--- src/sv/assert_macros.svh ---
// assertion macros included by the queue manager core
`ifndef ASSERT_MACROS_SVH
`define ASSERT_MACROS_SVH

// checked on every clock edge outside reset
`define LQM_ASSERT(label, prop, msg) \
	label: assert property (@(posedge clk) disable iff (!arst_n) prop) else $error(msg);

// checked on every clock edge, reset included
`define LQM_ASSERT_ALWAYS(label, prop, msg) \
	label: assert property (@(posedge clk) prop) else $error(msg);

`endif

--- src/sv/lqm_pkg.sv ---
// shared types and constants of the linked task queue manager
package lqm_pkg;

	localparam int NUM_TASKS_DEF  = 64;
	localparam int NUM_QUEUES_DEF = 8;

	typedef enum logic [1:0] {
		OP_PUSH = 2'd0,
		OP_POP  = 2'd1,
		OP_DEQ  = 2'd2,
		OP_NOP  = 2'd3
	} op_t;

	typedef enum logic [1:0] {
		STS_OK         = 2'd0,
		STS_EMPTY      = 2'd1,
		STS_NOT_QUEUED = 2'd2,
		STS_REJECTED   = 2'd3
	} status_t;

endpackage

--- src/sv/linked_task_queue_manager_core.sv ---
// Linked task queue manager: NUM_QUEUES circular doubly linked queues over NUM_TASKS task
// numbers, one result word per command word. Per-task links and owner live in a task ram
// with one write and one registered read port, queue heads in a small queue ram with
// flip-flop valid bits. Commands run one at a time and the block takes the next command
// while the previous result still waits at the output. A rejected push, a pop of an empty
// queue, a dequeue of an unqueued task, a no-op or a push onto an empty queue goes from the
// lookup state straight to the response state; removing the only task of a queue adds the
// task unlink step, a push onto a non-empty queue the head, new word and tail steps, and
// removing a task from a queue of two or more the unlink, prev, reread and next steps. The
// sequence of task ram accesses sets these steps, and a result word that still waits at the
// output holds the next result word in the response state. After reset a clearing pass
// writes every task ram entry; no command is accepted during it.
`include "assert_macros.svh"

module linked_task_queue_manager_core import lqm_pkg::*; #(
	parameter int NUM_TASKS  = NUM_TASKS_DEF,
	parameter int NUM_QUEUES = NUM_QUEUES_DEF,
	localparam int TW = $clog2(NUM_TASKS),
	localparam int QW = (NUM_QUEUES > 1) ? $clog2(NUM_QUEUES) : 1
) (
	input  logic          clk,
	input  logic          arst_n,
	input  logic          in_valid,
	output logic          in_ready,
	input  logic [1:0]    opcode,
	input  logic [QW-1:0] queue_id,
	input  logic [TW-1:0] task_id,
	output logic          out_valid,
	input  logic          out_ready,
	output logic [TW-1:0] result_task,
	output logic [QW-1:0] source_queue,
	output logic [1:0]    status
);

	typedef struct packed {
		logic          vld;
		logic [QW-1:0] owner;
		logic [TW-1:0] prev;
		logic [TW-1:0] next;
	} tword_t;

	localparam int TWORD_W = $bits(tword_t);

	typedef enum logic [10:0] {
		S_CLEAR = 11'b000_0000_0001,
		S_IDLE  = 11'b000_0000_0010,
		S_LOOK  = 11'b000_0000_0100,
		S_PU_H  = 11'b000_0000_1000,
		S_PU_R  = 11'b000_0001_0000,
		S_PU_T  = 11'b000_0010_0000,
		S_UN_T  = 11'b000_0100_0000,
		S_UN_P  = 11'b000_1000_0000,
		S_UN_R  = 11'b001_0000_0000,
		S_UN_N  = 11'b010_0000_0000,
		S_RESP  = 11'b100_0000_0000
	} state_t;

	state_t state_q, state_d;
	logic [NUM_QUEUES-1:0] hv_q, hv_d;
	logic [TW-1:0] clr_q, clr_d;
	logic out_valid_q, out_valid_d;

	// command and working registers
	logic [1:0]    op_q, op_d;
	logic [QW-1:0] q_q, q_d, cq_q, cq_d;
	logic [TW-1:0] t_q, t_d, ct_q, ct_d, n_q, n_d, p_q, p_d;
	logic [TW-1:0] res_t_q, res_t_d;
	logic [QW-1:0] res_q_q, res_q_d;
	logic [1:0]    res_s_q, res_s_d;
	logic [TW-1:0] result_task_q;
	logic [QW-1:0] source_queue_q;
	logic [1:0]    status_q;
	logic          load_out;

	// ram ports
	logic               t_we;
	logic [TW-1:0]      t_wa, t_ra;
	tword_t             t_wd, tw;
	logic [TWORD_W-1:0] t_rd;
	logic               q_we;
	logic [QW-1:0]      q_wa, q_ra;
	logic [TW-1:0]      q_wd, hd;

	logic q_ok, t_ok;

	assign tw   = tword_t'(t_rd);
	assign q_ok = (32'(q_q) < 32'(NUM_QUEUES));
	assign t_ok = (32'(t_q) < 32'(NUM_TASKS));

	lqm_ram #(
		.WIDTH (TWORD_W),
		.DEPTH (NUM_TASKS)
	) u_task_ram (
		.clk     (clk),
		.wr_en   (t_we),
		.wr_addr (t_wa),
		.wr_data (TWORD_W'(t_wd)),
		.rd_addr (t_ra),
		.rd_data (t_rd)
	);

	lqm_ram #(
		.WIDTH (TW),
		.DEPTH (NUM_QUEUES)
	) u_queue_ram (
		.clk     (clk),
		.wr_en   (q_we),
		.wr_addr (q_wa),
		.wr_data (q_wd),
		.rd_addr (q_ra),
		.rd_data (hd)
	);

	always_comb begin
		tword_t mod;
		mod         = tw;
		state_d     = state_q;
		hv_d        = hv_q;
		clr_d       = clr_q;
		op_d        = op_q;
		q_d         = q_q;
		t_d         = t_q;
		cq_d        = cq_q;
		ct_d        = ct_q;
		n_d         = n_q;
		p_d         = p_q;
		res_t_d     = res_t_q;
		res_q_d     = res_q_q;
		res_s_d     = res_s_q;
		load_out    = 1'b0;
		t_we        = 1'b0;
		t_wa        = t_q;
		t_wd        = '0;
		t_ra        = t_q;
		q_we        = 1'b0;
		q_wa        = q_q;
		q_wd        = t_q;
		q_ra        = q_q;
		unique case (state_q)
			S_CLEAR: begin
				t_we  = 1'b1;
				t_wa  = clr_q;
				clr_d = clr_q + 1'b1;
				if (clr_q == TW'(NUM_TASKS - 1)) begin
					state_d = S_IDLE;
				end
			end
			S_IDLE: begin
				t_ra = task_id;
				q_ra = queue_id;
				if (in_valid) begin
					op_d    = opcode;
					q_d     = queue_id;
					t_d     = task_id;
					state_d = S_LOOK;
				end
			end
			S_LOOK: begin
				res_t_d = t_q;
				res_q_d = q_q;
				res_s_d = STS_OK;
				state_d = S_RESP;
				unique case (op_t'(op_q))
					OP_PUSH: begin
						res_s_d = STS_REJECTED;
						if (!q_ok || !t_ok) begin
							res_q_d = q_q;
						end else if (tw.vld) begin
							res_q_d = tw.owner;
						end else if (hv_q[q_q]) begin
							// append before the head: fetch the head word first
							n_d     = hd;
							t_ra    = hd;
							state_d = S_PU_H;
						end else begin
							t_we    = 1'b1;
							t_wd    = '{vld: 1'b1, owner: q_q, prev: t_q, next: t_q};
							q_we    = 1'b1;
							hv_d[q_q] = 1'b1;
							res_s_d = STS_OK;
						end
					end
					OP_POP: begin
						if (!q_ok || !hv_q[q_q]) begin
							res_t_d = '0;
							res_s_d = STS_EMPTY;
						end else begin
							ct_d    = hd;
							cq_d    = q_q;
							t_ra    = hd;
							state_d = S_UN_T;
						end
					end
					OP_DEQ: begin
						if (!t_ok || !tw.vld) begin
							res_q_d = '0;
							res_s_d = STS_NOT_QUEUED;
						end else begin
							ct_d    = t_q;
							cq_d    = tw.owner;
							q_ra    = tw.owner;
							state_d = S_UN_T;
						end
					end
					OP_NOP: begin
						res_s_d = STS_OK;
					end
					default: begin
						res_s_d = STS_OK;
					end
				endcase
			end
			S_PU_H: begin
				// tw is the head word, its prev is the tail
				p_d      = tw.prev;
				mod.prev = t_q;
				t_we     = 1'b1;
				t_wa     = n_q;
				t_wd     = mod;
				state_d  = S_PU_R;
			end
			S_PU_R: begin
				t_ra    = p_q;
				t_we    = 1'b1;
				t_wd    = '{vld: 1'b1, owner: q_q, prev: p_q, next: n_q};
				state_d = S_PU_T;
			end
			S_PU_T: begin
				mod.next = t_q;
				t_we     = 1'b1;
				t_wa     = p_q;
				t_wd     = mod;
				res_t_d  = t_q;
				res_q_d  = q_q;
				res_s_d  = STS_OK;
				state_d  = S_RESP;
			end
			S_UN_T: begin
				n_d     = tw.next;
				p_d     = tw.prev;
				res_t_d = ct_q;
				res_q_d = cq_q;
				res_s_d = STS_OK;
				t_we    = 1'b1;
				t_wa    = ct_q;
				if (tw.next == ct_q) begin
					// only task on the queue
					hv_d[cq_q] = 1'b0;
					state_d    = S_RESP;
				end else begin
					if (hd == ct_q) begin
						q_we = 1'b1;
						q_wa = cq_q;
						q_wd = tw.next;
					end
					t_ra    = tw.prev;
					state_d = S_UN_P;
				end
			end
			S_UN_P: begin
				mod.next = n_q;
				t_we     = 1'b1;
				t_wa     = p_q;
				t_wd     = mod;
				state_d  = S_UN_R;
			end
			S_UN_R: begin
				// read after the write above, next and prev may be the same task
				t_ra    = n_q;
				state_d = S_UN_N;
			end
			S_UN_N: begin
				mod.prev = p_q;
				t_we     = 1'b1;
				t_wa     = n_q;
				t_wd     = mod;
				state_d  = S_RESP;
			end
			S_RESP: begin
				if (!out_valid_q || out_ready) begin
					load_out = 1'b1;
					state_d  = S_IDLE;
				end
			end
			default: begin
				state_d = S_IDLE;
			end
		endcase
	end

	always_comb begin
		out_valid_d = out_valid_q;
		if (load_out) begin
			out_valid_d = 1'b1;
		end else if (out_ready) begin
			out_valid_d = 1'b0;
		end
	end

	always_ff @(posedge clk or negedge arst_n) begin
		if (!arst_n) begin
			state_q     <= S_CLEAR;
			hv_q        <= '0;
			clr_q       <= '0;
			out_valid_q <= 1'b0;
		end else begin
			state_q     <= state_d;
			hv_q        <= hv_d;
			clr_q       <= clr_d;
			out_valid_q <= out_valid_d;
		end
	end

	always_ff @(posedge clk) begin
		op_q    <= op_d;
		q_q     <= q_d;
		t_q     <= t_d;
		cq_q    <= cq_d;
		ct_q    <= ct_d;
		n_q     <= n_d;
		p_q     <= p_d;
		res_t_q <= res_t_d;
		res_q_q <= res_q_d;
		res_s_q <= res_s_d;
		if (load_out) begin
			result_task_q  <= res_t_q;
			source_queue_q <= res_q_q;
			status_q       <= res_s_q;
		end
	end

	assign in_ready     = (state_q == S_IDLE);
	assign out_valid    = out_valid_q;
	assign result_task  = result_task_q;
	assign source_queue = source_queue_q;
	assign status       = status_q;

	`LQM_ASSERT_ALWAYS(a_no_accept_in_clear, (state_q == S_CLEAR) |-> !in_ready, "accept during clearing pass")
	`LQM_ASSERT(a_one_word_at_a_time, (in_valid && in_ready) |=> !in_ready, "second word taken while busy")
	`LQM_ASSERT(a_head_set_by_push, ((hv_q & ~$past(hv_q)) != '0) |-> ($past(op_q) == OP_PUSH), "queue filled without push")
	`LQM_ASSERT(a_out_from_resp, $rose(out_valid) |-> $past(state_q == S_RESP), "result word outside response state")

endmodule

--- src/sv/lqm_ram.sv ---
// generic single write port ram with one registered read port
module lqm_ram #(
	parameter int WIDTH = 8,
	parameter int DEPTH = 16,
	localparam int AW = (DEPTH > 1) ? $clog2(DEPTH) : 1
) (
	input  logic             clk,
	input  logic             wr_en,
	input  logic [AW-1:0]    wr_addr,
	input  logic [WIDTH-1:0] wr_data,
	input  logic [AW-1:0]    rd_addr,
	output logic [WIDTH-1:0] rd_data
);

	logic [WIDTH-1:0] mem_q [DEPTH];
	logic [WIDTH-1:0] rd_data_q;

	always_ff @(posedge clk) begin
		if (wr_en) begin
			mem_q[wr_addr] <= wr_data;
		end
		rd_data_q <= mem_q[rd_addr];
	end

	assign rd_data = rd_data_q;

endmodule

--- config.mk ---
export PLATFORM = sky130hd
export DESIGN_NAME = linked_task_queue_manager_core
export DESIGN_NICKNAME = d
export VERILOG_FILES = /design/src/sv/lqm_pkg.sv /design/src/sv/linked_task_queue_manager_core.sv /design/src/sv/lqm_ram.sv
export VERILOG_INCLUDE_DIRS = /design/src /design/src/sv
export SDC_FILE = /design/constraint.sdc
export NUM_CORES = 2
export LEC_CHECK = 0
export BUFFER_PORTS_ARGS = -buffer_cell sky130_fd_sc_hd__buf_2
export CORE_AREA = 2 2 332 334
export DETAILED_ROUTE_END_ITERATION = 8
export DIE_AREA = 0 0 334 336
export SYNTH_ARGS = -nofsm -noshare
export SYNTH_HDL_FRONTEND = slang
export SYNTH_SLANG_ARGS = --single-unit
--- constraint.sdc ---
create_clock -name clk -period 9.1 [get_ports clk]
set_input_delay 1.82 -clock clk [delete_from_list [all_inputs] [get_ports clk]]
set_output_delay 1.82 -clock clk [all_outputs]
set_load 0.05 [all_outputs]
# After elaboration in Yosys (flattened, before gate mapping)
# Memory sizes are Yosys's and may differ from the RTL's. A register that Yosys moved wholly into a read port is not among the register bits.
# Index checks and enable logic that the tools add are counted.
# classes
n_addsub	1
bitwise	3
n_reduce_logical	21
n_lt_le_gt_ge	4
eq_ne	27
mux	76
# ops
cell	count
11-bit one-hot mux with 10 select lines	1
16-bit one-hot mux with 6 select lines	1
11-bit 2-to-1 mux	8
6-bit 2-to-1 mux	12
16-bit 2-to-1 mux	3
6-bit one-hot mux with 2 select lines	3
11-bit one-hot mux with 3 select lines	1
8-bit 2-to-1 mux	4
6-bit one-hot mux with 5 select lines	1
3-bit 2-to-1 mux	8
6-bit one-hot mux with 4 select lines	1
3-bit one-hot mux with 2 select lines	3
6-bit one-hot mux with 3 select lines	1
1-bit 2-to-1 mux	17
2-bit inequality test, second input constant	8
8-bit one-hot mux with 2 select lines	1
6-bit == test	2
11-bit by 1-bit == test with 1-bit output, second input constant	1
11-bit by 10-bit == test with 1-bit output, second input constant	1
11-bit == test, second input constant	1
11-bit by 2-bit == test with 1-bit output, second input constant	1
11-bit by 3-bit == test with 1-bit output, second input constant	1
11-bit by 4-bit == test with 1-bit output, second input constant	1
11-bit by 5-bit == test with 1-bit output, second input constant	1
33 further kinds	50
# word_totals
in_bits	15
mem_count	2
out_inout_bits	13
ram_bits	1072
register_bits	80
# mem_list
memory	words	width	rd	rd_clocked_by_memory_dff	wr	line_no	rtl
u_task_ram.mem_q	64	16	1	1	1	lqm_ram.sv:15	logic [WIDTH-1:0] mem_q [DEPTH];
u_queue_ram.mem_q	8	6	1	1	1	lqm_ram.sv:15	

# Longest topological paths before layout
# depth
ltp_word	9
mapped_depth	16

# Cells and area by module
# Synthesis repeated with hierarchy kept, for this count alone.
# unflattened
hier_cells	2327
hier_area_um2	46597.2
# modules_own_cells
module	n_inst	cells_per_inst	area_each_um2
lqm_ram (u_task_ram)	1	1820	39978.3
linked_task_queue_manager_core	1	419	4596.9
lqm_ram (u_queue_ram)	1	88	2021.9

# Least setup slack after synthesis
# No wires, ideal clock.
# synth_timing
path_type	register -> register
startpoint	register state_q[10]
endpoint	memory u_task_ram.mem_q[0][15] (netlist bit) (data pin)
period_less_slack_ns	5.296
path_buffers	3
path_slack_ns	3.804
required_ns	8.399
arrival_ns	4.595
path_stages_with_launch	9
setup_ns	0.701
path_cell_list	dfrtp_1 or4_1 buf_2 and4bb_1 clkbuf_1 or2_2 clkbuf_1 nor3_1 o21ai_0
# synth_lines
element	line_no	rtl
start: declaration	linked_task_queue_manager_core.sv:58	state_t state_q, state_d;
start signal: assignment	linked_task_queue_manager_core.sv:307	state_q <= state_d;
end: declaration	lqm_ram.sv:15	

# Worst setup path after layout
# layout_timing
startpoint	register state_q[10]
endpoint	register u_task_ram.rd_data_q[9] (netlist: u_task_ram.rd_data[9]) (read register of u_task_ram.mem_q)
# layout_between
elab_chain_cells	2
elab_cells_between_ends	6
classes_between	5 x eq/ne; 1 x mux
# layout_lines
element	line_no	rtl
11-bit by 9-bit == test with 1-bit output, or another cell as far along	linked_task_queue_manager_core.sv:139	unique case (state_q)
6-bit one-hot mux with 5 select lines (*)	linked_task_queue_manager_core.sv:139	
end: declaration	lqm_ram.sv:16	logic [WIDTH-1:0] rd_data_q;
# Every way passes the cells marked *; elsewhere a longest branch is shown, timed or not.
# A chain may end at the register's enable or synchronous reset.

==> results_dict.tcl <==
set metrics [dict create \
    synth.net_count 3622 \
    drive_above_1_share_pct 9.736 \
    wirelength_um 130100 \
    tightest_slew_ns 1.102 \
    cp_cell_sequence "or4_1, nor4b_1, a221o_1, a221o_2, buf_4, nand2_1, buf_4, nor2_2, a22oi_1, o2111ai_1, or4_1" \
    die_w_um 334 \
    syn_inst 3606 \
    yosys_register_bits 1174 \
    cp.arrival_ns 6.51 \
    finalMaxSlewViolations 0 \
    grt_use_total_pct 22.99 \
    ios 28 \
    hold_end "result_task[2]" \
    critical_path.max_fanout 41 \
    avgSynthCellArea_um2 13.13 \
    hold_class "flip-flop to flip-flop" \
    die_area_um2 112200 \
    synth_flop_cell "edfxtp_1" \
    area_growth_pct 12.26 \
    grt_antenna_before_repair 5 \
    critical_path.max_stage_delay_ns 0.88 \
    ys_async_sr_fraction_pct 2.215 \
    synth_cell_types 68 \
    max-slew-margin-rel_pct 25.84 \
    min_period_over_period_pct 64.34 \
    yosysTopAreaCellShare_pct 71.41 \
    vias 29730 \
    run_status "finished, final reports clean" \
    slowest_stage "a221o_2" \
    multi_input_area_um2 11550 \
    end_kind "flip-flop" \
    syn_area_um2 47350 \
    drc 0 \
    fillerInstances 9272 \
    p_per_area_nw_per_um2 314.5 \
    layout.cells.non_filler 5163 \
    dr.pass1.iters 8 \
    postCtsSetupBuffers 0 \
    cts.repair.resized 0 \
    finish.utilization_pct 49.04 \
    n_antenna_cell 0 \
    crit_family "simple AND/OR/NAND/NOR gates" \
    r2r_cells 11 \
    reg2reg_from "state_q[10]" \
    gp_congestion 0.9188 \
    startpoint_type "flip-flop" \
    min_from "res_t_q[2]" \
    start_util_pct 43.68 \
    yosysMostFrequentCell "edfxtp_1" \
    clock_path_buffers 3 \
    setup_ws_ns 3.245 \
    cp.buffers_inverters 2 \
    hold_buffers 0 \
    r2r-end "u_task_ram.rd_data[9]" \
    grt_pass1_wl_um 191100 \
    cts-root-buf "clkbuf_16" \
    grt_pass1_vias 27990 \
    fp.dieH_um 336 \
    timing.setup.critical_path_class "flip-flop to flip-flop" \
    fp-row-count 121 \
    clk_pin_slew_worst_paths_ns 0.06 \
    port_buffers 27 \
    synth_edf_count 1126 \
    finish.net_count 3670 \
    crit_required_ns 9.75 \
    cts_tree "yes" \
    hold_depth 0 \
    clk_latency_ns 0.73 \
    grt_setup_unrepaired "no" \
    seq_area_frac_synth_pct 73.72 \
    cellLeakagePower_nw 19.47 \
    maxCapViolations 0 \
    fin_setup_tns_ns 0 \
    place_hpwl_um 74600 \
    finalHoldViolations 0 \
    cts_buffers 117 \
    min_period_ns 5.855 \
    peakVddDrop_mv 0.3910 \
    rrSetupSlack_ns 3.24 \
    drtIter0Drc 3417 \
    drtAntennaViolNets 0 \
    grt_start_max_net_pins 167 \
    clock_skew_ns 0.05774 \
    synthTopCellsByCount "edfxtp_1, nand2_1, nand3_1, mux2i_1, clkbuf_1" \
    dp.cells 4949 \
    fmax_mhz 170.8 \
    regArea_um2 34900 \
    globalRoute.totalOverflow 0 \
    htreeDepth 3 \
    final-setup-viol-count 0 \
    wire_per_inst_um 25.20 \
    synth_area_leaders "edfxtp_1, nand2_1, nand3_1" \
    post-place-ws_ns 3.359 \
    coreArea_um2 108400 \
    viasPerCell 5.758 \
    clkSinkCount 1174 \
    ys_warn_count 0 \
    synth_top_area_cell "edfxtp_1" \
]
-- through the flow --
stage,hold WS [ns],cell area [um2],total power [mW]
6_report,0.4171,53150,16.72
2_1_floorplan,0.4003,47350,9.928
4_1_cts,0.4175,53150,16.77
3_5_place_dp,0.4045,49380,12.03
5_1_grt,0.4219,53150,17.40
3_3_place_gp,0.4013,49380,12.02
-- area by class of cell --
cell class                 instances  share of cell area (%)
sequential                      1174                   65.67
tap                             1414                   3.328
clock buffer                     143                   5.729
clock inverter                    71                   1.363
inverter                          21                  0.1483
multi-input combinational       2195                   21.73
timing repair buffer             145                   2.038
-- power breakdown --
group	internal, mW	switching [mW]
Combinational	1.53	4.14
Sequential	6.05	0.229
Clock	2.71	2.04
-- cell families (layout without fill, tap and decap cells) --
| family | after synthesis | count (layout) | share of synthesized area, % |
|---|---|---|---|
| adders and majority gates | 1 | 1 | 0.02642 |
| muxes | 174 | 174 | 3.729 |
| and+or+nand+nor | 1680 | 1680 | 15.49 |
| AOI/OAI and AO/OA | 321 | 321 | 4.640 |
| xor gates and xnor gates | 19 | 19 | 0.3515 |
| buffers and inverters | 237 | 380 | 2.048 |
| DFF | 1174 | 1174 | 73.72 |
-- state kept, by name, indices dropped and copies added (netlist names), 8 cells and up --
register            flops
hv_q                    8
state_q                11
u_queue_ram.mem_q      48
u_task_ram.mem_q     1024
u_task_ram.rd_data     16
-- worst max path at each step --
stage                           start                      end  slack (ns)  cells past startpoint
after floorplan           state_q[10]  u_task_ram.mem_q[0][15]        3.80                      8
after global placement     task_id[2]    u_task_ram.rd_data[9]        3.41                     11
after detailed placement   task_id[2]    u_task_ram.rd_data[9]        3.36                     11
after CTS                 state_q[10]    u_task_ram.rd_data[9]        3.36                     12
after global routing      state_q[10]    u_task_ram.rd_data[9]        2.95                     11
final                     state_q[10]    u_task_ram.rd_data[9]        3.24                     11
-- per-layer routing --
metal	vias to the layer above	part of all wire [%]	global-route usage [%]
met5	-	0.0085	0
met4	2	3.9	8.702
met3	238	7.3	3.760
met2	1213	47	36.63
met1	14870	42	31.85
li1	13410	-	-
-- cell usage in the layout (no fill, tap or decap), types with 11 or more instances in the layout --
master,count
edfxtp_1,1126
clkinv_1,30
bufinv_16,12
a22o_1,14
o2111ai_1,15
buf_4,113
dfrtp_1,25
a221o_1,11
mux2_2,19
a222oi_1,18
dfxtp_1,22
nand2_1,929
o21ai_0,38
clkbuf_1,24
nor2_1,98
clkinv_2,18
nand2b_1,12
xor2_1,11
a32oi_1,18
or4_1,20
a21oi_1,125
nand4_1,12
inv_2,12
nand3_1,509
buf_2,27
a22oi_1,24
nor4_1,38
clkbuf_16,117
nor3_1,13
mux2i_1,155
No activity file was read; power rests on OpenSTA's default activity.
